[config.mk]
export PLATFORM = sky130hd
export DESIGN_NAME = lsrs_ram
export DESIGN_NICKNAME = d
export VERILOG_FILES = /design/src/rtl/core/lsrs_ram.sv
export SDC_FILE = /design/constraint.sdc
export NUM_CORES = 1
export LEC_CHECK = 0
export BUFFER_PORTS_ARGS = -buffer_cell sky130_fd_sc_hd__buf_2
export CAP_MARGIN = 25
export CELL_PAD_IN_SITES_DETAIL_PLACEMENT = 1
export CELL_PAD_IN_SITES_GLOBAL_PLACEMENT = 1
export CORE_MARGIN = 3
export CORE_UTILIZATION = 40
export DETAILED_ROUTE_END_ITERATION = 8
export GPL_TIMING_DRIVEN = 0
export PLACE_DENSITY = 0.73
export SLEW_MARGIN = 0
export SYNTH_ARGS = -nofsm -noshare
export SYNTH_HDL_FRONTEND = slang
export SYNTH_SLANG_ARGS = --single-unit
[constraint.sdc]
create_clock -name clk_i -period 1.51 [get_ports clk_i]
set_input_delay 0.151 -clock clk_i [delete_from_list [all_inputs] [get_ports clk_i]]
set_output_delay 0.151 -clock clk_i [all_outputs]
set_load 0.02 [all_outputs]
[src/rtl/core/lsrs_ram.sv]
// Generic simple dual-port RAM with one write port and a registered read port.
module lsrs_ram #(
  parameter int unsigned WIDTH = 8,
  parameter int unsigned DEPTH = 16
) (
  input  logic                     clk_i,
  input  logic                     we_i,
  input  logic [$clog2(DEPTH)-1:0] waddr_i,
  input  logic [WIDTH-1:0]         wdata_i,
  input  logic                     re_i,
  input  logic [$clog2(DEPTH)-1:0] raddr_i,
  output logic [WIDTH-1:0]         rdata_o
);

  logic [WIDTH-1:0] mem_q [DEPTH];
  logic [WIDTH-1:0] rdata_q;

  // Write, and register the read word
  always_ff @(posedge clk_i) begin
    if (we_i) begin
      mem_q[waddr_i] <= wdata_i;
    end
    if (re_i) begin
      rdata_q <= mem_q[raddr_i];
    end
  end

  assign rdata_o = rdata_q;

endmodule

Word level (Yosys, flattened, before mapping) --
Memories as Yosys holds them, arrays and structs flattened. A register that Yosys moved wholly into a read port is not among the register bits. Cells that the tools add are included.
Storage, ports and cells: flip-flop bits (word level) 0, memory bits (writable) 128, input bits 19, output and inout port bits 8, logic and storage cells 3, memories kept 1
Memory list:
- mem_q | words 16, bits a word 8, read ports 1, clocked after memory_dff 1, write ports 1, RTL line 15 | logic [WIDTH-1:0] mem_q [DEPTH];
Operators by class: mux-type cells 2
Operator list (number):
- $mux W1 | 2

Longest topological paths before layout --
Gate-level depths: netlist of run 1.
depth in word-level cells 2, mapped depth 5, gate-level depth less buffers 3

Least setup slack after synthesis of run 1 --
No wires, ideal clock.
path type input to register, start in waddr_i[2], end mem mem_q[0][0] (enable), data arrival time 1261 ps, data required time 1127 ps, setup slack -134 ps, cell stages on the path 2, cells stage by stage or3b_2 -> nor3_1
RTL lines:
- start: declaration | RTL line 8 | input logic [$clog2(DEPTH)-1:0] waddr_i,
- end: declaration | RTL line 15
Straight into the memory's write port.

==> metrics.md, run 1 <==
| Metric | Value |
|---|---|
| Run status | finished, final reports clean |
| Worst reg2reg path endpoint | rdata_o[0]$_DFFE_PP_ |
| Fraction of layout instances using a drive strength above 1 | 32.87% |
| Count of mapped cells out of synthesis | 229 |
| Maximum number of pins on one net before global-route repair | 17 |
| Flop pwr share | 49.1% |
| Most instantiated cells after synthesis | 136 x sky130_fd_sc_hd__edfxtp_1, 18 x sky130_fd_sc_hd__mux4_2, 16 x sky130_fd_sc_hd__a22oi_1 |
| Pre-CTS worst setup slack | -380.2 ps |
| Static leakage | 0.002041 uW |
| Endpoint class of the critical path | flip-flop |
| Cell area after synthesis | 0.005228 mm2 |
| Final slew viol count | 0 |
| Yosys Warn Count | 0 |
| MaxCap Viol Count | 0 |
| Drt wl/cell | 23.09 um |
| Net Switching | 1710 uW |
| Number of buffers inserted by port buffering | 25 |
| All-Layer GR Usage | 15.96% |
| Routed wire length | 10650 um |
| Count of state elements after synthesis | 136 |
| Layout Cells excl Fill | 461 |
| Mean cell area of the mapped netlist | 22.83 um2 |
| Core ar. | 0.01272 mm2 |
| Clock share of power | 45.8% |
| Clock tree from TritonCTS | yes |
| Clock latency at the later pin of the worst-skew pair | 410 ps |
| Sum of overflow across all layers after global routing | 0 |
| # DRC | 0 |
| Highest Clock Rate | 0.6786 GHz |
| Post-synth net total | 248 |
| CTS Buffer Depth | 2 |
| Initial DRC Count | 184 |
| Leading post-synthesis cells by cell area | sky130_fd_sc_hd__edfxtp_1 78%, sky130_fd_sc_hd__mux4_2 7.8%, sky130_fd_sc_hd__mux4_1 7.0% |
| Via count of the first global-routing pass | 2582 |
| Required time of the critical path | 1670 ps |
| Total Power | 8703 uW |
| Nets | 295 |
| Number of distinct library cells after synthesis | 18 |
| Buffer type at the clock tree root | sky130_fd_sc_hd__clkbuf_16 |
| Part of the Yosys area used for sequential elements | 78.12% |
| Combined area of the multi-input logic cells | 0.001091 mm2 |
| Die width | 120.3 um |
| Top cell type by total area after synthesis | sky130_fd_sc_hd__edfxtp_1 |
| Vertical die dimension | 120.3 um |
| First-pass GRT wire length | 16130 um |
| Internal power | 6993 uW |
| Area taken by flip-flops and latches | 0.004084 mm2 |
| Slew of the pin with the lowest slew margin | 884.1 ps |
| Flop-to-flop setup slack | 40 ps |
| Final estimated routing congestion in global placement | 0.7226 |
| Hold crit path type | input pin to flip-flop |
| Number of failing hold endpoints at the final stage | 0 |
| Relative slew slack | 40.85% |
| Count of TritonRoute iterations in the first routing pass | 4 |
| Worst ir drop on vdd | 1.225 mV |
| Area of the die | 0.01448 mm2 |
| Critical path destination | rdata_o[0]$_DFFE_PP_ |
| Dpl cell area | 0.005590 mm2 |
| FF-to-FF Start | mem_q[3][0]$_DFFE_PP_ |
| CTS H-tree lvls | 4 |
| Half-perimeter wire length of the detailed placement result | 7122 um |
| Worst path arrival time | 1630 ps |
| Leading cell type by number of instances after synthesis | sky130_fd_sc_hd__edfxtp_1 |
| Layout Area Growth over Synthesis | 18.41% |
| Post-route clock skew | 8.501 ps |
| Number of primary I/O pins | 27 |
| Post-CTS Hold Buffers | 0 |
| Share of the synthesized area in the top cell type | 78.12% |
| Final worst path period share | 97.59% |
| Worst reg2reg path depth | 3 |
| Setup repair after global routing missed its margin | false |
| Count of vias placed by the detailed router | 2438 |
| Sink Count | 136 |
| Final cell utilization of the core | 48.65% |
| Share of flip-flops with an asynchronous set or reset after synthesis | 0% |
| Row cnt | 41 |
| Cell total after placement | 429 |
| Number of fill cells | 1187 |
| Startpoint class of the critical path | flip-flop |
| Final critical path time including I/O delays and setup | 1474 ps |
| Initial antenna violation count | 0 |
| Setup crit start | mem_q[3][0]$_DFFE_PP_ |
| Post-route design area | 0.006190 mm2 |
| Worst Path Max Fanout | 1 |
| Kind of critical path | flip-flop to flip-flop |
| Residual antenna-violating net count after detailed routing | 0 |
| Via/cell ratio | 5.289 |
| Combinational share of power | 5.1% |
| Switching Fraction | 19.64% |
| Setup slack after layout | 36.39 ps |
| Antenna Cells | 0 |
| # Post-CTS Setup Buffers | 0 |
| Clock buffers created by TritonCTS | 17 |
| Primary flip-flop cell chosen by synthesis mapping | sky130_fd_sc_hd__edfxtp_1 |
| Post-synth EDFFs | 136 |
| Final setup vio count | 0 |
| Clock-pin slew on the worst setup and hold paths | 60 ps |
| Total power density per cell area | 1406 mW/mm2 |
| Effective utilization at floorplan | 41.09% |
## cell usage in the layout (no fill, tap or decap), drive strengths merged
master and n:
clkinvlp 1, nand2b 2, nor2 13, clkbuf 21, and2b 1, nand2 9
edfxtp 136, clkinv 7, bufinv 3, nor2b 1, nand3b 2, mux4 32
nand3 1, nor3 4, a22oi 16, and2 1, clkdlybuf4s25 3, buf 35
or3b 1
## sequential cells by signal, summed over array words and instances, names as in the netlist
name	flops
rdata_o	8
mem_q	128
## per-layer routing
| metal | GRT usage [%] | vias up | share of wire [%] |
|---|---|---|---|
| met1 | 21.49 | 1277 | 44 |
| met3 | 4.724 | 11 | 5.5 |
| met4 | 5.312 | 0 | 1.9 |
| li1 | - | 1079 | - |
| met2 | 25.15 | 71 | 48 |
| met5 | 0 | - | 0 |
## worst min path at each step
stage / endpoint / from / depth (start not counted) / slack (ps)
final: rdata_o[4]$_DFFE_PP_ / re_i / 1 / 90
after global placement: rdata_o[3]$_DFFE_PP_ / re_i / 1 / 510
after floorplan: mem_q[0][0]$_DFFE_PP_ / wdata_i[0] / 0 / 250
after detailed placement: rdata_o[4]$_DFFE_PP_ / re_i / 1 / 520
after global routing: rdata_o[4]$_DFFE_PP_ / re_i / 1 / 80
after CTS: rdata_o[4]$_DFFE_PP_ / re_i / 1 / 80
## worst max-delay path, cell delays in order, from the launching register on
cell                       delay [ps]
sky130_fd_sc_hd__edfxtp_1         370
sky130_fd_sc_hd__mux4_2           490
sky130_fd_sc_hd__a22oi_2          260
sky130_fd_sc_hd__nand2_1          100
## kinds of logic after synthesis
kind of cell           share of synthesized area (%)
multiplexers                                   14.79
AO/OA/AOI/OAI                                  2.298
flip-flops                                     78.12
buffers and inverters                          1.651
AND/OR/NAND/NOR                                3.136
## power groups by stage
stage          registers, uW  logic (uW)  clock network [uW]
6_report                4280         441                3980
5_1_grt                 4280         477                4230
4_1_cts                 4280         441                4040
3_5_place_dp            4350         432                   0
3_3_place_gp            4340         412                   0
2_1_floorplan           4370         215                   0
## through the flow
step / hold slack, ps / TNS [ps]
2_1_floorplan: 249.9 / 0
3_3_place_gp: 512.1 / -21560
3_5_place_dp: 519.9 / -19810
4_1_cts: 84.14 / 0
5_1_grt: 81.53 / 0
6_report: 86.71 / 0
## what timing repair did
action                                 in CTS  in global routing
pin swaps                                   1                  3
setup endpoints to repair                   4                  5
resized for setup                           6                  5
endpoints found under the hold margin       0                  0
## final cells by class
cell class,instances,share of cell area [%]
timing repair buffer,28,2.304
tap,172,3.477
buffer,10,1.395
multi-input combinational,83,17.63
sequential,136,65.98
clock inverter,11,2.102
clock buffer,21,7.115
Power figures use the tool's default switching activity.
==> inputs of run 2 (changes only) <==
--- a/config.mk
+++ b/config.mk
@@ -13,7 +13,7 @@
 export CORE_UTILIZATION = 40
 export DETAILED_ROUTE_END_ITERATION = 8
 export GPL_TIMING_DRIVEN = 0
-export PLACE_DENSITY = 0.73
+export PLACE_DENSITY = 0.71
 export SLEW_MARGIN = 0
 export SYNTH_ARGS = -nofsm -noshare
 export SYNTH_HDL_FRONTEND = slang
==> constraint.sdc (replaced) <==
create_clock -name clk_i -period 1.57 [get_ports clk_i]
set_input_delay 0.157 -clock clk_i [delete_from_list [all_inputs] [get_ports clk_i]]
set_output_delay 0.157 -clock clk_i [all_outputs]
set_load 0.02 [all_outputs]
==> run 2 against run 1 <==
- register-to-register slack about the same
- flip-flop and latch count unchanged
- global-route usage increased by 0.20 points
==> metrics.md, run 2 (synthesis results as in run 1) <==
| Metric | Value |
|---|---|
| Number of cells on the worst hold path | 1 (unchanged) |
| Crit path largest cell delay | 480 ps (was 490 ps) |
| Number of buffers inserted by port buffering | 25 (unchanged) |
| Total power density per cell area | 1427 mW/mm2 (was 1406 mW/mm2) |
| # DRC | 0 (unchanged) |
| Worst Hold Launch | re_i (unchanged) |
| Hold endpoint | rdata_o[6]$_DFFE_PP_ (was rdata_o[4]$_DFFE_PP_) |
| Register with the highest flop count | mem_q (unchanged) |
| Initial antenna violation count | 0 (unchanged) |
| Most used cells in the layout excluding fill and tap cells | 136 x sky130_fd_sc_hd__edfxtp_1, 28 x sky130_fd_sc_hd__buf_2, 18 x sky130_fd_sc_hd__mux4_2, 17 x sky130_fd_sc_hd__clkbuf_16, 14 x sky130_fd_sc_hd__mux4_1 (was 136 x sky130_fd_sc_hd__edfxtp_1, 30 x sky130_fd_sc_hd__buf_2, 21 x sky130_fd_sc_hd__mux4_2, 17 x sky130_fd_sc_hd__clkbuf_16, 13 x sky130_fd_sc_hd__nor2_1) |
| Final critical path time including I/O delays and setup | 1540 ps (was 1474 ps) |
| Vertical die dimension | 120.3 um (unchanged) |
| Area of the die | 0.01448 mm2 (unchanged) |
| Via/cell ratio | 5.243 (was 5.289) |
| Half-perimeter wire length of the detailed placement result | 7099 um (was 7122 um) |
| Layout Area Growth over Synthesis | 19.94% (was 18.41%) |
| Startpoint class of the critical path | flip-flop (unchanged) |
| Row cnt | 41 (unchanged) |
| Buffer type at the clock tree root | sky130_fd_sc_hd__clkbuf_16 (unchanged) |
| Worst path arrival time | 1690 ps (was 1630 ps) |
| Slew of the pin with the lowest slew margin | 856.9 ps (was 884.1 ps) |
| Static leakage | 0.002087 uW (was 0.002041 uW) |
| Setup tns final | 0 ps (unchanged) |
| Core ar. | 0.01272 mm2 (unchanged) |
| Clock-pin slew on the worst setup and hold paths | 60 ps (about the same) |
| Maximum number of pins on one net before global-route repair | 17 (unchanged) |
| Sink Count | 136 (unchanged) |
| CTS H-tree lvls | 4 (unchanged) |
| Final setup vio count | 0 (unchanged) |
| Number of failing hold endpoints at the final stage | 0 (unchanged) |
| Relative slew slack | 42.66% (was 40.85%) |
| Final estimated routing congestion in global placement | 0.7195 (was 0.7226) |
| Post-route clock skew | 9.959 ps (was 8.501 ps) |
| Flop-to-flop setup slack | 30 ps (was 40 ps) |
| MaxCap Viol Count | 0 (unchanged) |
| Kind of critical path | flip-flop to flip-flop (unchanged) |
| Required time of the critical path | 1720 ps (was 1670 ps) |
| Worst ir drop on vdd | 0.5962 mV (was 1.225 mV) |
| Count of TritonRoute iterations in the first routing pass | 4 (unchanged) |
| Series of cell instances along the critical path | mux4_2, a22oi_1, nand2_1 (was mux4_2, a22oi_2, nand2_1) |
| Run status | finished, final reports clean (unchanged) |
| Highest Clock Rate | 0.6496 GHz (was 0.6786 GHz) |
| Initial DRC Count | 109 (was 184) |
| First-pass GRT wire length | 16320 um (was 16130 um) |
| Via count of the first global-routing pass | 2645 (was 2582) |
| Clock buffers created by TritonCTS | 17 (unchanged) |
| Number of primary I/O pins | 27 (unchanged) |
| Die width | 120.3 um (unchanged) |
| Antenna Cells | 0 (unchanged) |
| Final slew viol count | 0 (unchanged) |
| Count of vias placed by the detailed router | 2417 (was 2438) |
| Effective utilization at floorplan | 41.09% (unchanged) |
| Worst reg2reg path depth | 3 (unchanged) |
| FF-to-FF Start | mem_q[3][4]$_DFFE_PP_ (was mem_q[3][0]$_DFFE_PP_) |
| Commonest non-fill, non-tap cell in the layout | sky130_fd_sc_hd__edfxtp_1 (unchanged) |
| Post-CTS Hold Buffers | 0 (unchanged) |
| Final worst path period share | 98.06% (was 97.59%) |
| All-Layer GR Usage | 16.16% (was 15.96%) |
| Routed wire length | 10960 um (was 10650 um) |
| Setup crit start | mem_q[3][4]$_DFFE_PP_ (was mem_q[3][0]$_DFFE_PP_) |
| Clock tree from TritonCTS | yes (unchanged) |
| Nets | 295 (unchanged) |
| Drt wl/cell | 23.78 um (was 23.09 um) |
| Hold crit path type | input pin to flip-flop (unchanged) |
| Worst Path Max Fanout | 1 (unchanged) |
| Fraction of layout instances using a drive strength above 1 | 31.14% (was 32.87%) |
| Residual antenna-violating net count after detailed routing | 0 (unchanged) |
| Setup repair after global routing missed its margin | false (unchanged) |
| Number of flip-flops under the largest register name | 128 (unchanged) |
| Final cell utilization of the core | 49.28% (was 48.65%) |
| Minimum hold slack | 102.9 ps (was 86.71 ps) |
| Worst reg2reg path endpoint | rdata_o[4]$_DFFE_PP_ (was rdata_o[0]$_DFFE_PP_) |
| CTS Buffer Depth | 2 (unchanged) |
| Clock latency at the later pin of the worst-skew pair | 410 ps (about the same) |
| Sum of overflow across all layers after global routing | 0 (unchanged) |
| Worst-path cell with the longest stage delay | sky130_fd_sc_hd__mux4_2 (unchanged) |
| Endpoint class of the critical path | flip-flop (unchanged) |
run 2: worst max path at each step:
stage,end,slack (ps),cells past startpoint
after detailed placement,mem_q[2][4]$_DFFE_PP_,-310,3
final,rdata_o[4]$_DFFE_PP_,30,3
after CTS,rdata_o[1]$_DFFE_PP_,30,3
after global routing,rdata_o[4]$_DFFE_PP_,10,3
after floorplan,rdata_o[1]$_DFFE_PP_,130,5
after global placement,mem_q[8][2]$_DFFE_PP_,-380,3
run 2: stage by stage:
step                total power, uW  cell area (um2)  setup WS (ps)  cells
detailed placement             4605             5595         -312.6    429
floorplan                      4412             5233          130.6    229
finish                         8947             6270          30.49    461
global route                   9221             6270          14.63    461
CTS                            9001             6260          32.63    461
global placement               4575             5573         -380.1    426
run 2: area by class of cell:
class / instances / area (um2)
Multi-Input combinational cell: 83 / 1077
Clock buffer: 19 / 432.9
Timing Repair Buffer: 28 / 147.6
Clock inverter: 13 / 226.5
Tap cell: 172 / 215.2
Sequential cell: 136 / 4084
Fill cell: 1172 / 6452
Buffer: 10 / 86.33
run 2: report_power, final:
part           internal, uW  switching, uW  total [uW]
Clock                  2970           1450        4420
Sequential             4090           19.6        4110
Combinational           162            257         419
Total                  7220           1720        8950
run 2: repair_timing:
action                     CTS  global route
buffers inserted             0             0
setup endpoints to repair    1             2
hold endpoints to repair     0             0
gates resized for setup      1             2
pin swaps                    0             0
run 2: metal layers:
metal | vias up | routed length [um] | share of wire, % | track usage [%]
li1 | 1080 | - | - | -
met1 | 1268 | 4686 | 43 | 20.56
met2 | 57 | 5739 | 52 | 26.87
met3 | 12 | 385 | 3.5 | 4.163
met4 | 0 | 152 | 1.4 | 6.161
met5 | - | 0 | 0 | 0
run 2: worst max-delay path: cells and delay by family, from the launching register on:
kind	cells	cell delay, ps
AND/OR/NAND/NOR	1	120
AO/OA/AOI/OAI	1	290
multiplexers	1	480
flip-flops	1	380
